<file path="config.mk">
export PLATFORM = sky130hd
export DESIGN_NAME = gcr_div_cell
export DESIGN_NICKNAME = d
export VERILOG_FILES = /design/src/rtl/gcr_pkg.sv /design/src/rtl/gcr_div_cell.sv
export SDC_FILE = /design/constraint.sdc
export NUM_CORES = 1
export LEC_CHECK = 0
export BUFFER_PORTS_ARGS = -buffer_cell sky130_fd_sc_hd__buf_4
export CORE_ASPECT_RATIO = 1.1
export CORE_MARGIN = 2
export CORE_UTILIZATION = 51
export DETAILED_ROUTE_END_ITERATION = 7
export GPL_TIMING_DRIVEN = 1
export MAX_ROUTING_LAYER = met4
export PLACE_DENSITY = 0.8
export SLEW_MARGIN = 10
export SYNTH_ARGS = -nofsm -noshare
export SYNTH_HDL_FRONTEND = slang
export SYNTH_SLANG_ARGS = --single-unit
</file>
<file path="constraint.sdc">
create_clock -name i_clk -period 4.95 [get_ports i_clk]
set_input_delay 0.495 -clock i_clk [delete_from_list [all_inputs] [get_ports i_clk]]
set_output_delay 0.495 -clock i_clk [all_outputs]
set_load 0.02 [all_outputs]
</file>
<file path="src/rtl/gcr_pkg.sv">
// Shared types and constants for the gradient color ramp lookup.
package gcr_pkg;

    localparam int STOP_REGS = 8;
    localparam int CFG_IDX_W = 3;
    localparam int CFG_W     = 40;
    localparam int POS_W     = 16;
    localparam int CHAN_W    = 8;
    localparam int NUM_CH    = 3;
    localparam int NUM_W     = POS_W + CHAN_W;
    localparam int DIV_STEPS = CHAN_W;

    localparam int CH_RED   = 0;
    localparam int CH_GREEN = 1;
    localparam int CH_BLUE  = 2;

    typedef logic [NUM_CH-1:0][CHAN_W-1:0] t_color;

    typedef struct packed {
        logic [POS_W-1:0] x;
        logic             fixed;
        t_color           fix_col;
        logic             found_lo;
        logic [POS_W-1:0] lo_pos;
        t_color           lo_col;
        logic [POS_W-1:0] hi_pos;
        t_color           hi_col;
    } t_search;

    typedef struct packed {
        logic                         byp;
        logic [POS_W-1:0]             w;
        logic [NUM_CH-1:0][NUM_W-1:0] rem;
        t_color                       col;
    } t_div;

endpackage

</file>
<file path="src/rtl/gcr_div_cell.sv">
// One quotient bit of the channel divider chain, all three channels side by side.
module gcr_div_cell #(
    parameter int SHIFT = 0
) (
    input  logic              i_clk,
    input  logic              i_rst_n,
    input  logic              i_en,
    input  logic              i_valid,
    input  gcr_pkg::t_div     i_div,
    output logic              o_valid,
    output gcr_pkg::t_div     o_div
);

    logic                         r_valid;
    gcr_pkg::t_div                r_div;
    gcr_pkg::t_div                n_div;
    logic [gcr_pkg::NUM_W-1:0]    dvs;

    assign dvs = gcr_pkg::NUM_W'(i_div.w) << SHIFT;

    always_comb begin
        n_div = i_div;
        for (int ch = 0; ch < gcr_pkg::NUM_CH; ch++) begin
            if (!i_div.byp && (i_div.rem[ch] >= dvs)) begin
                n_div.rem[ch]        = i_div.rem[ch] - dvs;
                n_div.col[ch][SHIFT] = 1'b1;
            end
        end
    end

    always_ff @(posedge i_clk) begin
        if (!i_rst_n) begin
            r_valid <= 1'b0;
        end else if (i_en) begin
            r_valid <= i_valid;
        end
    end

    always_ff @(posedge i_clk) begin
        if (i_en) begin
            r_div <= n_div;
        end
    end

    assign o_valid = r_valid;
    assign o_div   = r_div;

endmodule

</file>
==> impl_metrics.prom <==
# TYPE chip_impl_metric gauge
chip_impl_metric{name="layoutNonFillerInstCount",unit=""} 1080
chip_impl_metric{name="post-cts-setup-buffers",unit=""} 0
chip_impl_metric{name="fin_skew",unit="ns"} 0
chip_impl_metric{name="io_buffer_count",unit=""} 230
chip_impl_info{name="rsz_0062_raised_after_global_routing",value="no"} 1
chip_impl_metric{name="placed_cells",unit=""} 1048
chip_impl_metric{name="finalHoldWorstSlack",unit="ns"} 0.244
chip_impl_metric{name="worst-slew-pin-transition",unit="ns"} 1.19
chip_impl_metric{name="maxCapViolations",unit=""} 0
chip_impl_metric{name="timing.slew.headroom",unit="%"} 20.5
chip_impl_metric{name="critical-path-max-stage-delay",unit="ns"} 0.93
chip_impl_metric{name="avgRoutedWirePerCell",unit="um"} 18.8
chip_impl_metric{name="final-hold-violation-count",unit=""} 0
chip_impl_metric{name="ant_nets",unit=""} 0
chip_impl_metric{name="power.total",unit="mW"} 3.22
chip_impl_info{name="top_cells_by_area_synth",value="edfxtp_1 48%, ha_1 8.4%, mux2_2 3.8%"} 1
chip_impl_metric{name="numClockSinks",unit=""} 114
chip_impl_metric{name="core_area",unit="mm^2"} 0.0137
chip_impl_metric{name="worst_ir_drop_vdd",unit="V"} 0.000171
chip_impl_info{name="cell_at_the_root_of_the_clock_tree",value="clkbuf_16"} 1
chip_impl_metric{name="n_antenna_cell",unit=""} 0
chip_impl_metric{name="synth.ff_latch_count",unit=""} 114
chip_impl_info{name="crit_path_cell_trace",value="buf_4 > inv_1 > ha_1 > fa_1 > nor2b_1 > o31a_1 > o311ai_0 > and3_1 > a21oi_2 > mux2_2"} 1
chip_impl_metric{name="core.rowCount",unit=""} 45
chip_impl_info{name="ys.flop_type",value="edfxtp_1"} 1
chip_impl_metric{name="die-height",unit="um"} 128
chip_impl_metric{name="io_pins",unit=""} 231
chip_impl_metric{name="final.period_utilization",unit="%"} 65.4
chip_impl_info{name="launching_element_type_of_the_critical_path",value="input pin"} 1
chip_impl_metric{name="reg2regPathDepth",unit=""} 2
chip_impl_metric{name="final.fill_count",unit=""} 1064
chip_impl_metric{name="sequential_element_share_of_the_synthesized_area",unit="%"} 48.0
chip_impl_metric{name="syn-cell-area",unit="mm^2"} 0.00711
chip_impl_metric{name="routed_wl",unit="um"} 20300
chip_impl_metric{name="worst-endpoint-required",unit="ns"} 5.12
chip_impl_metric{name="finalWorstSetupSlack",unit="ns"} 1.71
chip_impl_metric{name="fin_area",unit="mm^2"} 0.00956
chip_impl_metric{name="drv_slew",unit=""} 0
chip_impl_metric{name="asyncSetResetFlopFracSynth",unit="%"} 0
chip_impl_metric{name="first_pass_grt_wire_length",unit="um"} 30200
chip_impl_metric{name="worstPathMaxFanout",unit=""} 23
chip_impl_metric{name="post_synth_inst_count",unit=""} 639
chip_impl_metric{name="number_of_global_route_vias_before_repair",unit=""} 5926
chip_impl_metric{name="power_density",unit="mW/mm^2"} 337
chip_impl_metric{name="maximum_number_of_pins_on_one_net_before_global_route_repair",unit=""} 78
chip_impl_metric{name="synthesis.nets",unit=""} 807
chip_impl_metric{name="power_leakage",unit="nW"} 4.09
chip_impl_metric{name="ys.warnings.count",unit=""} 0
chip_impl_metric{name="synth.top_cell.area_share",unit="%"} 47.7
chip_impl_metric{name="max-clock-path-buffers",unit=""} 2
chip_impl_info{name="cts_tree",value="done"} 1
chip_impl_info{name="timing.critical_path.slowest_stage_cell",value="a21oi_2"} 1
chip_impl_metric{name="area_growth_synth_to_finish",unit="%"} 34.5
chip_impl_metric{name="cts_hold_buffers",unit=""} 0
chip_impl_info{name="synthMostInstantiatedCell",value="edfxtp_1"} 1
chip_impl_metric{name="initial_core_util",unit="%"} 51.8
chip_impl_metric{name="clock_latency_on_the_worst_skew_pair",unit="ns"} 0.42
chip_impl_metric{name="detailedRoute.firstIterationViolations",unit=""} 379
chip_impl_metric{name="yosys.cell_types.count",unit=""} 61
chip_impl_info{name="synth_largest_area_cell",value="edfxtp_1"} 1
chip_impl_metric{name="floorplan.die_area",unit="mm^2"} 0.0149
chip_impl_info{name="endpoint_kind",value="flop"} 1
chip_impl_info{name="run_status",value="completed"} 1
chip_impl_metric{name="antenna_found_initial",unit=""} 0
chip_impl_metric{name="setup-violations-final",unit=""} 0
chip_impl_metric{name="fin_nets",unit=""} 1047
chip_impl_metric{name="timing.critical_path.arrival",unit="ns"} 3.41
chip_impl_metric{name="place_hpwl",unit="um"} 15700
chip_impl_metric{name="htree_levels",unit=""} 4
chip_impl_metric{name="dieWidth",unit="um"} 117
chip_impl_metric{name="final_core_utilization",unit="%"} 69.6
chip_impl_metric{name="routabilityCongestion",unit=""} 0.945
chip_impl_metric{name="grt-ovfl-total",unit=""} 0
chip_impl_metric{name="postPlaceCellArea",unit="mm^2"} 0.00900
chip_impl_info{name="synth_commonest_cells",value="113 x edfxtp_1, 53 x nand2_1, 48 x ha_1"} 1
chip_impl_info{name="critical_path_class",value="in2reg"} 1
chip_impl_metric{name="synth_edf_count",unit=""} 113
chip_impl_metric{name="drt-vias-per-instance",unit=""} 5.63
chip_impl_metric{name="final.min_clock_period",unit="ns"} 3.24
chip_impl_metric{name="summed_negative_setup_slack_over_all_endpoints",unit="ns"} 0
chip_impl_metric{name="post_cts_resize_count",unit=""} 0
chip_impl_metric{name="hold-path-cell-count",unit=""} 1
chip_impl_metric{name="vias",unit=""} 6076
chip_impl_metric{name="grt_util_all_layers",unit="%"} 27.6
chip_impl_metric{name="post_placement_setup_slack",unit="ns"} 1.34
chip_impl_metric{name="dr.pass1.iters",unit=""} 4
chip_impl_metric{name="post_route_cells_drive_above_1_share",unit="%"} 34.9
chip_impl_metric{name="avgSynthCellArea",unit="um^2"} 11.1
chip_impl_info{name="hp-class",value="in2reg"} 1
chip_impl_metric{name="cts-buffers-inserted",unit=""} 17
chip_impl_metric{name="clk_pin_slew",unit="ns"} 0.06
chip_impl_metric{name="fmax",unit="MHz"} 309
chip_impl_metric{name="detail_route.drc_violations",unit=""} 0
[routing by layer]
layer | up-vias | global-route usage (%) | wire length, um | part of all wire (%)
met3 | 45 | 6.62 | 1430 | 7.0
li1 | 2919 | - | - | -
met2 | 250 | 46.9 | 10300 | 51
met5 | - | - | 0 | 0
met4 | 0 | 9.90 | 464 | 2.3
met1 | 2862 | 31.7 | 8090 | 40
[cells by family (layout without fill, tap and decap cells)]
kind of cell / Yosys count / in the layout / share of synthesized area, %
multiplexers: 28 / 28 / 4.38
buffers and inverters: 39 / 292 / 2.67
flip-flops: 114 / 114 / 48.0
XOR/XNOR: 54 / 54 / 6.65
AND/OR/NAND/NOR: 188 / 188 / 13.4
AO/OA/AOI/OAI: 165 / 165 / 15.6
adder cells (fa/ha/maj): 51 / 51 / 9.29
[placed cells by master (no fill, tap or decap), types with 4 or more instances in the layout]
cell type	count
buf_4	232
edfxtp_1	113
nand2_1	53
ha_1	48
a21oi_1	45
nor2_1	37
xnor2_1	30
inv_1	28
o21ai_0	26
xor2_1	24
mux2_2	24
clkbuf_16	17
nor3_1	16
a21o_1	14
o21a_1	13
nand3_1	13
nand4_1	11
o31ai_1	11
nand2b_1	10
nor2b_1	10
o21ai_2	10
nor4_1	9
o21bai_1	5
o31a_1	5
and3_1	5
a31oi_1	5
or2_2	5
or3_1	4
a211o_1	4
o211ai_1	4
inv_6	4
clkinv_4	4
[worst max-delay path, delay by kind of cell]
kind	cells	cell delay, ns
compound gates	3	1.32
fa+ha+maj	2	0.63
mux	1	0.43
simple gates	2	0.39
buf+inv	2	0.14
[flip-flops by register name (all words and copies together) (netlist names)]
| register | cells |
|---|---|
| o_div | 113 |
| o_valid | 1 |
[final cells by class]
cell class	count	area, um^2	share of cell area [%]
multi-input combinational	486	3510	36.7
sequential	114	3410	35.7
timing repair buffer	232	1740	18.2
clock buffer	17	425	4.45
tap	188	235	2.46
clock inverter	15	134	1.40
inverter	28	105	1.10
[worst paths after layout]
check,from,to,slack (ns)
worst max-delay path,i_div[24],o_div[26],1.71
worst min-delay path,i_div[2],o_div[2],0.24
worst max register to register,o_valid,o_valid,4.35
worst min register to register,o_valid,o_valid,0.54
[power by group]
group          leakage, nW  switching [mW]  internal (mW)  total [mW]
sequential            1.11          0.0313           1.18        1.22
clock                0.272           0.472          0.693        1.16
combinational         2.70           0.473          0.366       0.839
No activity file was read; power rests on OpenSTA's default activity.
